[src/sv/bpv_pkg.sv]
`timescale 1ns / 1ps

package bpv_pkg;

   localparam int unsigned CODE_W  = 8;
   localparam int unsigned COUNT_W = 17;
   localparam int unsigned POS_W   = 16;
   localparam int unsigned SKIP_W  = 6;
   localparam int unsigned MASK_W  = 256;
   localparam int unsigned CSR_IDX_W  = 3;
   localparam int unsigned CSR_DATA_W = 64;

   localparam logic [COUNT_W-1:0] COUNT_SAT     = 17'h1FFFF;
   localparam logic [COUNT_W-1:0] LIMIT_HARD    = 17'h1FFFE;
   localparam logic [SKIP_W-1:0]  PUSH_MAX_SIZE = 6'd32;

   typedef enum logic [CSR_IDX_W-1:0] {
      CSR_VALID_MASK_0 = 3'd0,
      CSR_VALID_MASK_1 = 3'd1,
      CSR_VALID_MASK_2 = 3'd2,
      CSR_VALID_MASK_3 = 3'd3,
      CSR_PUSH_OPCODE  = 3'd4,
      CSR_MAX_CODE_LEN = 3'd5
   } csr_index_type;

   typedef enum logic [2:0] {
      V_OK            = 3'd0,
      V_EMPTY         = 3'd1,
      V_TOO_LONG      = 3'd2,
      V_BAD_OP        = 3'd3,
      V_PUSH_NO_SIZE  = 3'd4,
      V_BAD_PUSH_SIZE = 3'd5,
      V_PUSH_OVERRUN  = 3'd6
   } verdict_type;

   typedef struct packed {
      logic [MASK_W-1:0]  valid_mask;
      logic [CODE_W-1:0]  push_opcode;
      logic [COUNT_W-1:0] limit;
   } cfg_type;

   typedef struct packed {
      logic             done;
      verdict_type      verdict;
      logic [POS_W-1:0] position;
   } result_type;

endpackage

[src/sv/bpv_if.sv]
`timescale 1ns / 1ps

interface bpv_req_if;
   import bpv_pkg::*;
   logic              valid;
   logic              ready;
   logic [CODE_W-1:0] code_byte;
   logic              last_byte;
   logic              empty_code;
   modport source (output valid, code_byte, last_byte, empty_code, input ready);
   modport sink (input valid, code_byte, last_byte, empty_code, output ready);
endinterface

interface bpv_rsp_if;
   import bpv_pkg::*;
   logic             valid;
   logic             ready;
   logic [2:0]       verdict;
   logic [POS_W-1:0] error_position;
   modport source (output valid, verdict, error_position, input ready);
   modport sink (input valid, verdict, error_position, output ready);
endinterface

interface bpv_csr_if;
   import bpv_pkg::*;
   logic                  valid;
   logic                  ready;
   logic [CSR_IDX_W-1:0]  index;
   logic [CSR_DATA_W-1:0] data;
   modport source (output valid, index, data, input ready);
   modport sink (input valid, index, data, output ready);
endinterface

[src/sv/bpv_parser.sv]
`timescale 1ns / 1ps

module bpv_parser (
   input  logic                           clock,
   input  logic                           reset,
   input  logic                           step,
   input  logic [bpv_pkg::CODE_W-1:0]     code_byte,
   input  logic                           last_byte,
   input  logic                           empty_code,
   input  bpv_pkg::cfg_type               cfg,
   output bpv_pkg::result_type            result
);
   import bpv_pkg::*;

   typedef enum logic [1:0] {
      PH_OPCODE = 2'd0,
      PH_SIZE   = 2'd1,
      PH_SKIP   = 2'd2
   } phase_type;

   phase_type          phase_ff, phase_in, phase_upd;
   logic [COUNT_W-1:0] count_ff, count_in;
   logic [SKIP_W-1:0]  skip_ff, skip_in, skip_upd, skip_dec;
   logic [POS_W-1:0]   push_ff, push_in, push_upd;
   verdict_type        err_ff, err_in, err_upd;
   logic [POS_W-1:0]   err_pos_ff, err_pos_in, err_pos_upd;
   logic               take;
   logic               done;

   assign take     = step && !empty_code;
   assign done     = step && (empty_code || last_byte);
   assign skip_dec = (skip_ff != '0) ? skip_ff - 1'b1 : skip_ff;

   always_comb begin
      phase_upd   = phase_ff;
      skip_upd    = skip_ff;
      push_upd    = push_ff;
      err_upd     = err_ff;
      err_pos_upd = err_pos_ff;
      count_upd_blk: begin
         count_in = (take && count_ff != COUNT_SAT) ? count_ff + 1'b1 : count_ff;
      end
      if (take && err_ff == V_OK) begin
         case (phase_ff)
            PH_SIZE: begin
               if (code_byte == '0 || code_byte > CODE_W'(PUSH_MAX_SIZE)) begin
                  err_upd     = V_BAD_PUSH_SIZE;
                  err_pos_upd = push_ff;
                  phase_upd   = PH_OPCODE;
               end else begin
                  skip_upd  = code_byte[SKIP_W-1:0];
                  phase_upd = PH_SKIP;
               end
            end
            PH_SKIP: begin
               skip_upd  = skip_dec;
               phase_upd = (skip_dec == '0) ? PH_OPCODE : PH_SKIP;
            end
            default: begin
               if (!cfg.valid_mask[code_byte]) begin
                  err_upd     = V_BAD_OP;
                  err_pos_upd = count_ff[POS_W-1:0];
               end else if (code_byte == cfg.push_opcode) begin
                  push_upd  = count_ff[POS_W-1:0];
                  phase_upd = PH_SIZE;
               end
            end
         endcase
      end
   end

   always_comb begin
      result.done     = done;
      result.verdict  = V_OK;
      result.position = '0;
      if (count_in == '0) begin
         result.verdict = V_EMPTY;
      end else if (count_in > cfg.limit) begin
         result.verdict = V_TOO_LONG;
      end else if (err_upd != V_OK) begin
         result.verdict  = err_upd;
         result.position = err_pos_upd;
      end else if (phase_upd == PH_SIZE) begin
         result.verdict  = V_PUSH_NO_SIZE;
         result.position = push_upd;
      end else if (phase_upd == PH_SKIP) begin
         result.verdict  = V_PUSH_OVERRUN;
         result.position = push_upd;
      end
   end

   always_comb begin
      if (done) begin
         phase_in   = PH_OPCODE;
         skip_in    = '0;
         push_in    = '0;
         err_in     = V_OK;
         err_pos_in = '0;
      end else begin
         phase_in   = phase_upd;
         skip_in    = skip_upd;
         push_in    = push_upd;
         err_in     = err_upd;
         err_pos_in = err_pos_upd;
      end
   end

   always_ff @(posedge clock) begin
      if (reset) begin
         phase_ff   <= PH_OPCODE;
         count_ff   <= '0;
         skip_ff    <= '0;
         push_ff    <= '0;
         err_ff     <= V_OK;
         err_pos_ff <= '0;
      end else begin
         phase_ff   <= phase_in;
         count_ff   <= done ? '0 : count_in;
         skip_ff    <= skip_in;
         push_ff    <= push_in;
         err_ff     <= err_in;
         err_pos_ff <= err_pos_in;
      end
   end

   a_count_cleared: assert property (@(posedge clock) disable iff (reset)
      done |=> count_ff == '0)
      else $error("byte count not cleared after the end of the code");

   a_skip_bound: assert property (@(posedge clock) disable iff (reset)
      skip_ff <= PUSH_MAX_SIZE)
      else $error("skip count beyond the largest push size");

   a_skip_live: assert property (@(posedge clock) disable iff (reset)
      phase_ff == PH_SKIP |-> skip_ff != '0)
      else $error("skipping data with nothing left to skip");

   a_error_held: assert property (@(posedge clock) disable iff (reset)
      (err_ff != V_OK && !done) |=> $stable(err_ff) && $stable(err_pos_ff))
      else $error("first error overwritten before the end of the code");

endmodule

[src/sv/bytecode_push_validator.sv]
`timescale 1ns / 1ps

// Channel  Ports       Direction  Contents
// request  req_chan    in         code_byte, last_byte, empty_code
// result   rsp_chan    out        verdict, error_position
// config   csr_chan    in         index, data (valid masks, push opcode, length limit)
//
// One request is taken every cycle unless the input register is full and the result
// stalled; its result, if it ends the code, goes from there to the output register.
// Reset is synchronous and returns the masks, push opcode, limit and parse state to
// their defaults. A stalled result stalls the input register only while it is full.

module bytecode_push_validator #(
   parameter int unsigned MAX_LEN = 65536
) (
   input logic      clock,
   input logic      reset,
   bpv_req_if.sink  req_chan,
   bpv_rsp_if.source rsp_chan,
   bpv_csr_if.sink  csr_chan
);
   import bpv_pkg::*;

   localparam logic [COUNT_W-1:0] LIMIT_CAP =
      (MAX_LEN < 131070) ? COUNT_W'(MAX_LEN) : LIMIT_HARD;

   logic [MASK_W-1:0]  mask_ff;
   logic [CODE_W-1:0]  push_op_ff;
   logic [COUNT_W-1:0] max_len_ff;

   logic               in_valid_ff, in_valid_in;
   logic [CODE_W-1:0]  in_byte_ff;
   logic               in_last_ff;
   logic               in_empty_ff;

   logic               out_valid_ff, out_valid_in;
   verdict_type        out_verdict_ff;
   logic [POS_W-1:0]   out_pos_ff;

   logic               move;
   logic               step;
   logic               req_take;
   cfg_type            cfg;
   result_type         result;

   assign csr_chan.ready = 1'b1;

   always_ff @(posedge clock) begin
      if (reset) begin
         mask_ff    <= '0;
         push_op_ff <= '0;
         max_len_ff <= 17'h10000;
      end else if (csr_chan.valid) begin
         case (csr_chan.index)
            CSR_VALID_MASK_0: mask_ff[0*CSR_DATA_W +: CSR_DATA_W] <= csr_chan.data;
            CSR_VALID_MASK_1: mask_ff[1*CSR_DATA_W +: CSR_DATA_W] <= csr_chan.data;
            CSR_VALID_MASK_2: mask_ff[2*CSR_DATA_W +: CSR_DATA_W] <= csr_chan.data;
            CSR_VALID_MASK_3: mask_ff[3*CSR_DATA_W +: CSR_DATA_W] <= csr_chan.data;
            CSR_PUSH_OPCODE:  push_op_ff <= csr_chan.data[CODE_W-1:0];
            CSR_MAX_CODE_LEN: max_len_ff <= csr_chan.data[COUNT_W-1:0];
            default: begin
            end
         endcase
      end
   end

   assign cfg.valid_mask  = mask_ff;
   assign cfg.push_opcode = push_op_ff;
   assign cfg.limit       = (max_len_ff < LIMIT_CAP) ? max_len_ff : LIMIT_CAP;

   assign move           = !out_valid_ff || rsp_chan.ready;
   assign step           = in_valid_ff && move;
   assign req_chan.ready = !in_valid_ff || move;
   assign req_take       = req_chan.valid && req_chan.ready;
   assign in_valid_in    = req_take ? 1'b1 : (step ? 1'b0 : in_valid_ff);
   assign out_valid_in   = move ? (step && result.done) : out_valid_ff;

   bpv_parser u_parser (
      .clock      (clock),
      .reset      (reset),
      .step       (step),
      .code_byte  (in_byte_ff),
      .last_byte  (in_last_ff),
      .empty_code (in_empty_ff),
      .cfg        (cfg),
      .result     (result)
   );

   always_ff @(posedge clock) begin
      if (reset) begin
         in_valid_ff  <= 1'b0;
         out_valid_ff <= 1'b0;
      end else begin
         in_valid_ff  <= in_valid_in;
         out_valid_ff <= out_valid_in;
      end
      if (req_take) begin
         in_byte_ff  <= req_chan.code_byte;
         in_last_ff  <= req_chan.last_byte;
         in_empty_ff <= req_chan.empty_code;
      end
      if (move) begin
         out_verdict_ff <= result.verdict;
         out_pos_ff     <= result.position;
      end
   end

   assign rsp_chan.valid          = out_valid_ff;
   assign rsp_chan.verdict        = out_verdict_ff;
   assign rsp_chan.error_position = out_pos_ff;

endmodule
[src/flat_wrapper.sv]
// flat-port wrapper written by rule: the top's interface ports become plain ports
module bytecode_push_validator_flat import bpv_pkg::*;
#(
   parameter int unsigned MAX_LEN = 65536
)
  (clock, reset, req_chan_valid, req_chan_code_byte, req_chan_last_byte, req_chan_empty_code, req_chan_ready, rsp_chan_valid, rsp_chan_verdict, rsp_chan_error_position, rsp_chan_ready, csr_chan_valid, csr_chan_index, csr_chan_data, csr_chan_ready);
  bpv_req_if req_chan_i ();
  bpv_rsp_if rsp_chan_i ();
  bpv_csr_if csr_chan_i ();
  input logic clock;
  input logic reset;
  input wire logic [$bits(req_chan_i.valid)-1:0] req_chan_valid;
  input wire logic [$bits(req_chan_i.code_byte)-1:0] req_chan_code_byte;
  input wire logic [$bits(req_chan_i.last_byte)-1:0] req_chan_last_byte;
  input wire logic [$bits(req_chan_i.empty_code)-1:0] req_chan_empty_code;
  output wire logic [$bits(req_chan_i.ready)-1:0] req_chan_ready;
  output wire logic [$bits(rsp_chan_i.valid)-1:0] rsp_chan_valid;
  output wire logic [$bits(rsp_chan_i.verdict)-1:0] rsp_chan_verdict;
  output wire logic [$bits(rsp_chan_i.error_position)-1:0] rsp_chan_error_position;
  input wire logic [$bits(rsp_chan_i.ready)-1:0] rsp_chan_ready;
  input wire logic [$bits(csr_chan_i.valid)-1:0] csr_chan_valid;
  input wire logic [$bits(csr_chan_i.index)-1:0] csr_chan_index;
  input wire logic [$bits(csr_chan_i.data)-1:0] csr_chan_data;
  output wire logic [$bits(csr_chan_i.ready)-1:0] csr_chan_ready;
  assign req_chan_i.valid = req_chan_valid;
  assign req_chan_i.code_byte = req_chan_code_byte;
  assign req_chan_i.last_byte = req_chan_last_byte;
  assign req_chan_i.empty_code = req_chan_empty_code;
  assign req_chan_ready = req_chan_i.ready;
  assign rsp_chan_valid = rsp_chan_i.valid;
  assign rsp_chan_verdict = rsp_chan_i.verdict;
  assign rsp_chan_error_position = rsp_chan_i.error_position;
  assign rsp_chan_i.ready = rsp_chan_ready;
  assign csr_chan_i.valid = csr_chan_valid;
  assign csr_chan_i.index = csr_chan_index;
  assign csr_chan_i.data = csr_chan_data;
  assign csr_chan_ready = csr_chan_i.ready;
  bytecode_push_validator #(.MAX_LEN(MAX_LEN)) u_core (.clock(clock), .reset(reset), .req_chan(req_chan_i), .rsp_chan(rsp_chan_i), .csr_chan(csr_chan_i));
endmodule
[config.mk]
export PLATFORM = sky130hd
export DESIGN_NAME = bytecode_push_validator_flat
export DESIGN_NICKNAME = d
export VERILOG_FILES = /design/src/sv/bpv_pkg.sv /design/src/sv/bpv_if.sv /design/src/sv/bpv_parser.sv /design/src/sv/bytecode_push_validator.sv /design/src/flat_wrapper.sv
export SDC_FILE = /design/constraint.sdc
export NUM_CORES = 1
export LEC_CHECK = 0
export BUFFER_PORTS_ARGS = -buffer_cell sky130_fd_sc_hd__buf_4
export CORE_ASPECT_RATIO = 0.9
export CORE_UTILIZATION = 24
export DETAILED_ROUTE_END_ITERATION = 16
export GPL_ROUTABILITY_DRIVEN = 0
export PLACE_DENSITY_LB_ADDON = 0.05
export SKIP_CTS_REPAIR_TIMING = 1
export SLEW_MARGIN = 20
export SYNTH_ARGS = -nofsm -noshare
export SYNTH_HDL_FRONTEND = slang
export SYNTH_SLANG_ARGS = --single-unit
[constraint.sdc]
create_clock -name clock -period 8.35 [get_ports clock]
set_input_delay 0.835 -clock clock [delete_from_list [all_inputs] [get_ports clock]]
set_output_delay 0.835 -clock clock [all_outputs]
set_load 0.01 [all_outputs]
== Word-level counts from Yosys, hierarchy flattened ==
Cells that the tools add are included.

* Output and inout port bits: 22
* Register bits: 372
* Word-level logic and storage cells: 102
* Bits of input ports: 82

* $add $sub $neg: 2
* Multiplexer cells: 31
* Reductions and logical operators: 33
* Magnitude comparators: 4
* Equality and inequality tests: 12

{| class="wikitable"
|+ Operator list
! operator !! number
|-
| $mux W16 || 7
|-
| $mux W19 || 3
|-
| $mux W17 || 2
|-
| $pmux W16 S2 || 1
|-
| $add A17 B1 Y17 const B || 1
|-
| $gt A17 B17 Y1 || 1
|-
| $logic_not A17 Y1 || 1
|-
| $lt A17 B17 Y1 const B || 1
|-
| $ne A17 B17 Y1 const B || 1
|-
| $mux W2 || 6
|-
| $mux W6 || 2
|-
| $pmux W6 S2 || 1
|-
| $reduce_and A2 Y1 || 6
|-
| $lt A8 B9 Y1 const B || 1
|-
| $mux W3 || 3
|-
| $bmux W1 S8 || 1
|-
| $eq A8 B8 Y1 || 1
|-
| $gt A8 B6 Y1 const B || 1
|-
| $logic_not A8 Y1 || 1
|-
| $logic_and A1 B1 Y1 || 7
|-
| $eq A3 B2 Y1 const B || 2
|-
| $eq A3 B3 Y1 const B || 2
|-
| $logic_not A3 Y1 || 2
|-
| $logic_not A6 Y1 || 1
|-
| 15 further kinds || 27
|}

== Depth between registers and ports, before layout ==
Gate-level depths: netlist (run 1).

* Depth in word-level cells: 11
* Depth in mapped cells: 21
* Depth with buffers taken out: 18

== Modules after synthesis ==
From an unflattened synthesis (run 1), not the netlist that was laid out.

* Cell total of the unflattened synthesis: 1734
* Area total of the unflattened synthesis: 18391.4 sq um

{| class="wikitable"
|+ Modules (own cells, without submodules)
! module !! times used !! area each (sq um) !! cells each !! sequential area each (sq um)
|-
| bytecode_push_validator || 1 || 12104.1 || 1044 || 6536.3
|-
| bpv_parser || 1 || 6287.3 || 690 || 1201.2
|}

== Least setup slack after synthesis (run 1) ==
Ideal clock, no wire load.

* Path type: flip-flop to flip-flop
* Start point: register u_core.u_parser.count_ff[3]
* End point: register u_core.out_pos_ff[2], in the netlist u_core.rsp_chan.error_position[2], data pin
* Data required time: 8.180 ns
* Library setup time: 0.170 ns
* Period minus slack after synthesis: 4.495 ns
* Arrival time: 4.326 ns
* Slack: 3.855 ns
* Buffers on the path: 4
* Stages on the path, launching flop included: 22
* Path through: dfxtp_1 -> clkbuf_1 -> and3_1 -> and3_1 -> nand2_1 -> nor4_1 -> ha_1 -> or4_1 -> buf_2 -> nor2_1 -> nand2_1 -> xnor2_1 -> ha_1 -> a21o_1 -> a211o_1 -> a211oi_1 -> o211a_1 -> o21a_1 -> or4b_1 -> buf_6 -> buf_8 -> o32ai_2

* Word-level cells in the longest chain between the ends: 5
* Elaborated cells between the ends (all ways): 7
* Those cells by class: add/sub: 1; order compare: 1; eq/ne: 1; mux: 1; reduce/logical: 3

{| class="wikitable"
|+ RTL lines
! item !! line !! source
|-
| from (decl) || bpv_parser.sv:22 || <nowiki>logic [COUNT_W-1:0] count_ff, count_in;</nowiki>
|-
| from (signal assigned) || bpv_parser.sv:118 || <nowiki>count_ff <= done ? '0 : count_in;</nowiki>
|-
| parallel branches: the longest is 2 deep, another holds $add A17 B1 Y17 || -- ||
|-
| $mux W17 (*) || bpv_parser.sv:41 || <nowiki>count_in = (take && count_ff != COUNT_SAT) ? count_ff + 1'b1 : count_ff;</nowiki>
|-
| net u_core.u_parser.count_in[7] || bpv_parser.sv:22 ||
|-
| $gt A17 B17 Y1 or $logic_not A17 Y1 (tied branches) || bpv_parser.sv:78, bpv_parser.sv:76 ||
|-
| $reduce_or A2 Y1 (no source line) (*) || -- ||
|-
| to (signal assigned) || bytecode_push_validator.sv:104 || <nowiki>out_pos_ff <= result.position;</nowiki>
|-
| to (decl) || bytecode_push_validator.sv:38 || <nowiki>logic [POS_W-1:0] out_pos_ff;</nowiki>
|}

Mark *: on every way through the listed nets, which the timed path passes.
A chain may end at the register's enable or synchronous reset.

== Worst setup path after layout (run 1) ==
* Start point: register u_core.u_parser.count_ff[7]
* End point: register u_core.out_pos_ff[0], in the netlist u_core.rsp_chan.error_position[0], data pin

The elaborated chain is that of the path after synthesis.

==> run_results.csv, run 1 <==
group,metric,value,unit
run_status,outcome,"finished clean",
timing,final-setup-viol-count,0,
cells_and_area,fill_cells,7569,
critical_path,critical-path-max-stage-delay,0.93,ns
die,initial_utilization,24.27,%
logic_synthesis,ys.flop_type,"dfxtp_1",
critical_path,crit_path_max_fanout,16,
grt,antenna_found_initial,0,
logic_synthesis,synth-seq-cells,372,
critical_path,cp_cell_sequence,"nand2_1, or4_1, nor4_1, ha_1, or4_1, nor2_1, nand2_1, xnor2_1, ha_1, a21o_1, a211o_1, a211oi_1, o211a_1, o21a_1, or4b_1, o22ai_1",
critical_path,path_class,"flip-flop to flip-flop",
drt,drc_errors,0,
logic_synthesis,yosys-top-cells-count,"nand2_1, dfxtp_1, a21oi_1",
timing,worstMarginPinSlew,1.039,ns
logic_synthesis,synth.cell_area,0.01699,mm2
grt,grt_pass1_vias,13720,
critical_path,cp.arrival,6.00,ns
logic_synthesis,yosysWarnings,0,
pwr,p_leak,0.007116,uW
timing,hold_viol_final,0,
drt,routed_via_density,4.760,
clocking,cts_htree_levels,2,
place,numPortBuffers,102,
timing,finalClockSkew,0.02111,ns
logic_synthesis,yosysSeqAreaShare,45.55,%
critical_path,required,8.74,ns
clocking,cts_buffer_depth,3,
grt,grt_max_degree,201,
drt,ant_nets,0,
min_path,hold_class,"input pin to flip-flop",
logic_synthesis,yosysTopAreaCellShare,40.42,%
critical_path,slowest_stage,"or4b_1",
grt,grt_usage,16.98,%
critical_path,end_kind,"flip-flop",
die,rows,92,
logic_synthesis,syn-instance-count,1978,
cells_and_area,final_cells,2978,
drt,routedWlPerCell,20.38,um
timing,max_freq,178.3,MHz
cells_and_area,final-seq-area,0.007737,mm2
die,pin_count,104,
timing,timing.final.crit_share,67.16,%
clocking,cts_tree,"yes",
die,die_area,0.07185,mm2
grt,grt_pass1_wl,91.53,mm
critical_path,worst_setup_path_start_kind,"flip-flop",
die,die_h,254.4,um
logic_synthesis,syn_area_per_cell,8.588,um2
pwr,ir_drop,0.1310,mV
timing,relSlewSlack,30.71,%
cells_and_area,drive_gt1_share,13.99,%
clocking,clockRootBuffer,"clkbuf_16",
drt,dr.pass1.iters,6,
grt,grt_overflow_total,0,
clocking,cts-buffers-inserted,46,
die,die_width,282.4,um
cells_and_area,area_growth,18.07,%
drt,vias,14180,
logic_synthesis,synth_edf_count,29,
clocking,clk_pin_slew,0.06,ns
drt,drt_iter0_markers,983,
timing,min_period,5.608,ns
clocking,clock_latency,0.59,ns
logic_synthesis,synthTopCellsByArea,"dfxtp_1, nand2_1, a21oi_1",
clocking,cts.sinks,372,
cells_and_area,fin_nets,2107,
logic_synthesis,async_reset_ff_share,0,%
place,dp_cells,2891,
pwr,p_per_area,214.3,mW/mm2
flow_run,cap_violations,0,
logic_synthesis,yosys.area.top_type,"dfxtp_1",
logic_synthesis,synth_cell_types,78,
place,dp_hpwl,39.55,mm
drt,drt-total-wl,60.68,mm
logic_synthesis,syn_nets,2086,
logic_synthesis,synth.most_common_cell,"nand2_1",
timing,tns,0,ns
cells_and_area,multiInputGateArea,0.008441,mm2
die,core_region_area,0.06999,mm2
timing,drv_slew,0,
timing,rsz0062_at_grt,"no",
[metal layers]
metal	vias up	part of all wire, %	global-route usage, %
li1	6870	-	-
met1	6948	50	25.58
met2	288	43	25.18
met3	69	4.8	2.391
met4	0	1.7	4.046
met5	-	0	0
[worst paths after layout]
check,start,end,slack [ns],cells after the start
worst max-delay path,u_core.u_parser.count_ff[7],u_core.rsp_chan.error_position[0],2.74,16
worst min-delay path,req_chan_code_byte[1],u_core.in_byte_ff[1],0.43,1
worst max register to register,u_core.u_parser.count_ff[7],u_core.rsp_chan.error_position[0],2.74,16
worst min register to register,u_core.mask_ff[14],u_core.mask_ff[14],0.45,2
[critical path: cells and delay by family (launching register included)]
kind,cells,cell delay (ns)
xor gates and xnor gates,1,0.14
DFF,1,0.55
and+or+nand+nor,7,2.59
AOI/OAI and AO/OA,6,1.52
adders and majority gates,2,0.62
[final cells by class]
class / instances / share of cell area (%)
multi-input cells: 1416 / 42.08
flip-flops and latches: 372 / 38.58
clock buffers: 67 / 6.837
well taps: 940 / 5.864
repair buffers: 118 / 4.573
clock inverters: 19 / 1.210
inverters: 45 / 0.8422
diodes: 1 / 0.01248
[layout by cell type, fill, tap and decap left out, types with 16 or more instances in the layout]
| cell | n |
|---|---|
| ha_1 | 26 |
| nor3_1 | 21 |
| edfxtp_1 | 29 |
| dfxtp_1 | 343 |
| nand3_1 | 21 |
| nand2_1 | 617 |
| a21oi_1 | 303 |
| xnor2_1 | 16 |
| clkbuf_16 | 47 |
| mux2i_1 | 50 |
| mux4_2 | 43 |
| nor2_1 | 80 |
| inv_1 | 42 |
| buf_4 | 115 |
[logic make-up after synthesis]
group | Yosys count | share of synthesized area (%)
simple gates | 828 | 20.11
buf+inv | 190 | 4.972
xor+xnor | 27 | 1.392
other cells | 1 | 0.02208
mux | 110 | 10.66
fa+ha+maj | 26 | 1.915
compound gates | 424 | 15.39
flops | 372 | 45.55
[sequential cells by signal, summed over array words and instances (netlist names), 2 cells and up]
name	flops
u_core.rsp_chan.error_position	16
u_core.in_byte_ff	8
u_core.u_parser.err_pos_ff	16
u_core.u_parser.phase_ff	2
u_core.rsp_chan.verdict	3
u_core.mask_ff	256
u_core.max_len_ff	17
u_core.u_parser.err_ff	3
u_core.u_parser.count_ff	17
u_core.u_parser.push_ff	16
u_core.push_op_ff	8
u_core.u_parser.skip_ff	6
[through the flow]
step,power (uW),setup WS [ns],hold slack [ns],util (%),area (um2)
finish,4298,2.742,0.4251,28.66,20060
detailed placement,2210,2.645,0.4424,26.34,18430
CTS,4378,2.715,0.3835,28.65,20050
global route,4475,2.284,0.4048,28.65,20050
floorplan,2064,3.855,0.4315,-,16990
global placement,2209,2.734,0.4393,26.33,18430
[power breakdown]
group / internal (uW) / switching (uW)
clock: 1290 / 839
sequential: 1830 / 25.5
combinational: 102 / 202
Power figures use the tool's default switching activity.
==> inputs of run 2 (changes only) <==
- ABC_AREA: unset -> 1
- clock period: 8.35 -> 5.4 ns (I/O delays scaled with it)
==> run 2 against run 1 <==
  * Clock skew is 0.0027 ns higher
  * Cell count up 21%
  * The run now ends with design-rule violations left
  * Sequential cell count stayed put
  * Count of clock-buffer cells in the layout is 10 higher
  * Critical endpoint is now u_core.rsp_chan.verdict[2]
  * Utilization down 0.17 points
  * First-iteration DRC count increased by 1.8%
  * Via count rose by 17%
  * Sequential share of layout area is 1.4 points lower
==> run_results.csv, run 2 <==
group,metric,value,unit
cells_and_area,regMostFlops,"u_core.mask_ff",
critical_path,critical-path-max-stage-delay,0.49,ns
logic_synthesis,yosys.area.top_type,"dfxtp_1",
place,pre_cts_ws,0.8351,ns
drt,ant_nets,0,
clocking,clock_latency,0.59,ns
logic_synthesis,synth_top_family_by_area,"simple AND/OR/NAND/NOR gates",
timing,timing.final.crit_share,84.69,%
drt,drc_errors,3,
logic_synthesis,synth.cell_area,0.01770,mm2
critical_path,slowest_stage,"dfxtp_1",
logic_synthesis,synth-seq-cells,372,
clocking,cts_buffer_depth,3,
critical_path,path_class,"flip-flop to flip-flop",
min_path,hold_class,"input pin to flip-flop",
clocking,clk_pin_slew,0.06,ns
critical_path,required,5.68,ns
timing,final-setup-viol-count,0,
cells_and_area,antenna_cells,0,
die,rows,94,
critical_path,ff2ff_setup_slack,0.83,ns
logic_synthesis,synthTopCellsByArea,"dfxtp_1, nand2_1, nor2_1",
cells_and_area,area_growth,17.58,%
drt,routed_via_density,4.608,
cells_and_area,layout_common_cells,"nand2_1, nor2_1, dfxtp_1, o21ai_0, inv_1",
run_status,outcome,"complete, but fails checks",
timing,finalWorstSetupSlack,0.8267,ns
die,initial_utilization,24.23,%
logic_synthesis,synth_edf_count,29,
critical_path,rr_endpoint,"u_core.rsp_chan.verdict[2]",
timing,worstMarginPinSlew,1.039,ns
critical_path,worst_r2r_startpoint,"u_core.u_parser.count_ff[3]",
grt,grt_pass1_wl,101.8,mm
cells_and_area,largest_reg_flops,256,
logic_synthesis,syn_area_per_cell,6.864,um2
timing,rsz0062_at_grt,"no",
cells_and_area,final_cell_area,0.02081,mm2
grt,grt_pass1_vias,15830,
pwr,p_leak,0.008591,uW
logic_synthesis,synth.most_common_cell,"nand2_1",
logic_synthesis,synthMuxAreaShare,0,%
critical_path,crit_path_max_fanout,17,
critical_path,end_kind,"flip-flop",
die,pin_count,104,
clocking,cts-buffers-inserted,48,
place,placed_area,0.01925,mm2
clocking,cts.sinks,372,
timing,min_period,4.573,ns
pwr,p_per_area,327.8,mW/mm2
run_status,failed_checks,"design-rule violations",
drt,dr.pass1.iters,13,
place,dp_hpwl,43.99,mm
clocking,clockRootBuffer,"clkbuf_16",
min_path,min_from,"req_chan_code_byte[7]",
min_path,worst_hold_path.num_cells,1,
min_path,hold_end,"u_core.in_byte_ff[7]",
logic_synthesis,yosysWarnings,0,
critical_path,cp.arrival,4.85,ns
pwr,ir_drop,0.2392,mV
logic_synthesis,synth-compound-area-share,16.59,%
flow_run,cap_violations,0,
logic_synthesis,syn-instance-count,2578,
die,die_width,288.2,um
clocking,cts_tree,"yes",
logic_synthesis,synth_xor_area_share,1.138,%
logic_synthesis,syn_nets,2686,
logic_synthesis,ys.flop_type,"dfxtp_1",
timing,finalClockSkew,0.02385,ns
timing,max_freq,218.7,MHz
drt,drt_iter0_markers,1001,
clocking,cts_htree_levels,2,
timing,hold_viol_final,0,
drt,routedWlPerCell,18.61,um
grt,grt_usage,17.83,%
cells_and_area,drive_gt1_share,8.935,%
logic_synthesis,yosys-top-cells-count,"nand2_1, nor2_1, dfxtp_1",
critical_path,worst_setup_path_start_kind,"flip-flop",
cells_and_area,biggestRegsByFlops,"u_core.mask_ff x256, u_core.max_len_ff x17, u_core.u_parser.count_ff x17",
logic_synthesis,yosysTopAreaCellShare,38.80,%
drt,drt-total-wl,66.81,mm
timing,drv_slew,0,
drt,vias,16540,
critical_path,cp_common_cell,"nand2_1",
place,numPortBuffers,102,
logic_synthesis,synth_cell_types,43,
logic_synthesis,async_reset_ff_share,0,%
die,core_region_area,0.07304,mm2
die,die_h,259.6,um
logic_synthesis,yosys.area_share.simple,27.36,%
cells_and_area,fill_cells,8098,
logic_synthesis,yosysSeqAreaShare,43.72,%
critical_path,r2r_cells,20,
grt,grt_max_degree,168,
logic_synthesis,synth-adder-area-share,1.838,%
cells_and_area,fin_nets,2701,
die,die_area,0.07482,mm2
grt,antenna_found_initial,0,
grt,grt_overflow_total,0,
cells_and_area,final_common_cell,"nand2_1",
timing,tns,0,ns
timing,relSlewSlack,30.55,%
cells_and_area,final_util,28.49,%
critical_path,cp_cell_sequence,"nand2_1, nor4_1, nand2_1, nor3_1, ha_1, nand3b_2, inv_1, o21ai_0, inv_1, ha_1, nand2_1, or2_2, a21oi_1, o21ai_0, a21oi_1, nor2_1, o221ai_1, nand2_1, nand2_2, a21oi_1",
run 2: changes by cell type after synthesis, moves of 26 or more:
cell / before / now
nor2_1: 81 / 451
o21ai_0: 11 / 315
inv_1: 42 / 242
nand2_1: 619 / 456
nand3_1: 22 / 184
a21oi_1: 303 / 218
mux2i_1: 50 / 0
mux4_2: 43 / 0
nand4_1: 10 / 36
run 2: logic make-up (layout without fill, tap and decap cells):
group / Yosys count / after routing
adder cells (fa/ha/maj): 26 / 26
XOR/XNOR: 23 / 23
flip-flops: 372 / 372
other: 1 / 1
AND/OR/NAND/NOR: 1169 / 1169
AO/OA/AOI/OAI: 569 / 569
buffers and inverters: 418 / 470
run 2: worst max-delay path by stage:
stage / startpoint / end / slack, ns / cells after the start
2_1_floorplan: u_core.u_parser.count_ff[3] / u_core.rsp_chan.error_position[10] / 1.97 / 21
3_3_place_gp: u_core.u_parser.count_ff[4] / u_core.rsp_chan.verdict[2] / 0.82 / 20
3_5_place_dp: u_core.u_parser.count_ff[4] / u_core.rsp_chan.verdict[2] / 0.84 / 20
4_1_cts: u_core.u_parser.count_ff[4] / u_core.rsp_chan.verdict[2] / 0.82 / 20
5_1_grt: u_core.u_parser.count_ff[3] / u_core.rsp_chan.verdict[2] / 0.40 / 20
6_report: u_core.u_parser.count_ff[3] / u_core.rsp_chan.verdict[2] / 0.83 / 20
run 2: layer usage:
layer / up-vias / routed length, um / GRT usage [%] / part of all wire, %
met4: 0 / 1114 / 3.807 / 1.7
li1: 8365 / - / - / -
met2: 291 / 28930 / 27.38 / 43
met3: 63 / 2280 / 2.026 / 3.4
met1: 7825 / 34490 / 26.50 / 52
met5: - / 0 / 0 / 0
run 2: critical path, delay by kind of cell, from the launching register on:
| family | cells | cell delay, ns |
|---|---|---|
| compound gates | 6 | 1.06 |
| buf+inv | 2 | 0.26 |
| simple gates | 10 | 1.96 |
| fa+ha+maj | 2 | 0.49 |
| flops | 1 | 0.49 |
run 2: layout make-up:
cell class	instances	area (um2)	share of cell area, %
Multi-Input combinational cell	1788	8342	40.09
Sequential cell	372	7737	37.19
Clock buffer	77	1453	6.982
Tap cell	960	1201	5.773
Timing Repair Buffer	134	1031	4.955
Inverter	249	942.2	4.528
Clock inverter	10	100.1	0.4811
run 2: stage by stage:
step / hold slack (ns) / total power, uW / cells
floorplan: 0.4205 / 3380 / 2578
global placement: 0.4335 / 3680 / 3503
detailed placement: 0.4363 / 3677 / 3503
CTS: 0.09517 / 6954 / 3590
global route: 0.1090 / 7129 / 3590
finish: 0.1364 / 6819 / 3590
run 2: where the power goes:
| group | internal [uW] | switching (uW) |
|---|---|---|
| clock network | 1920 | 1290 |
| registers | 2870 | 41.5 |
| logic | 210 | 484 |
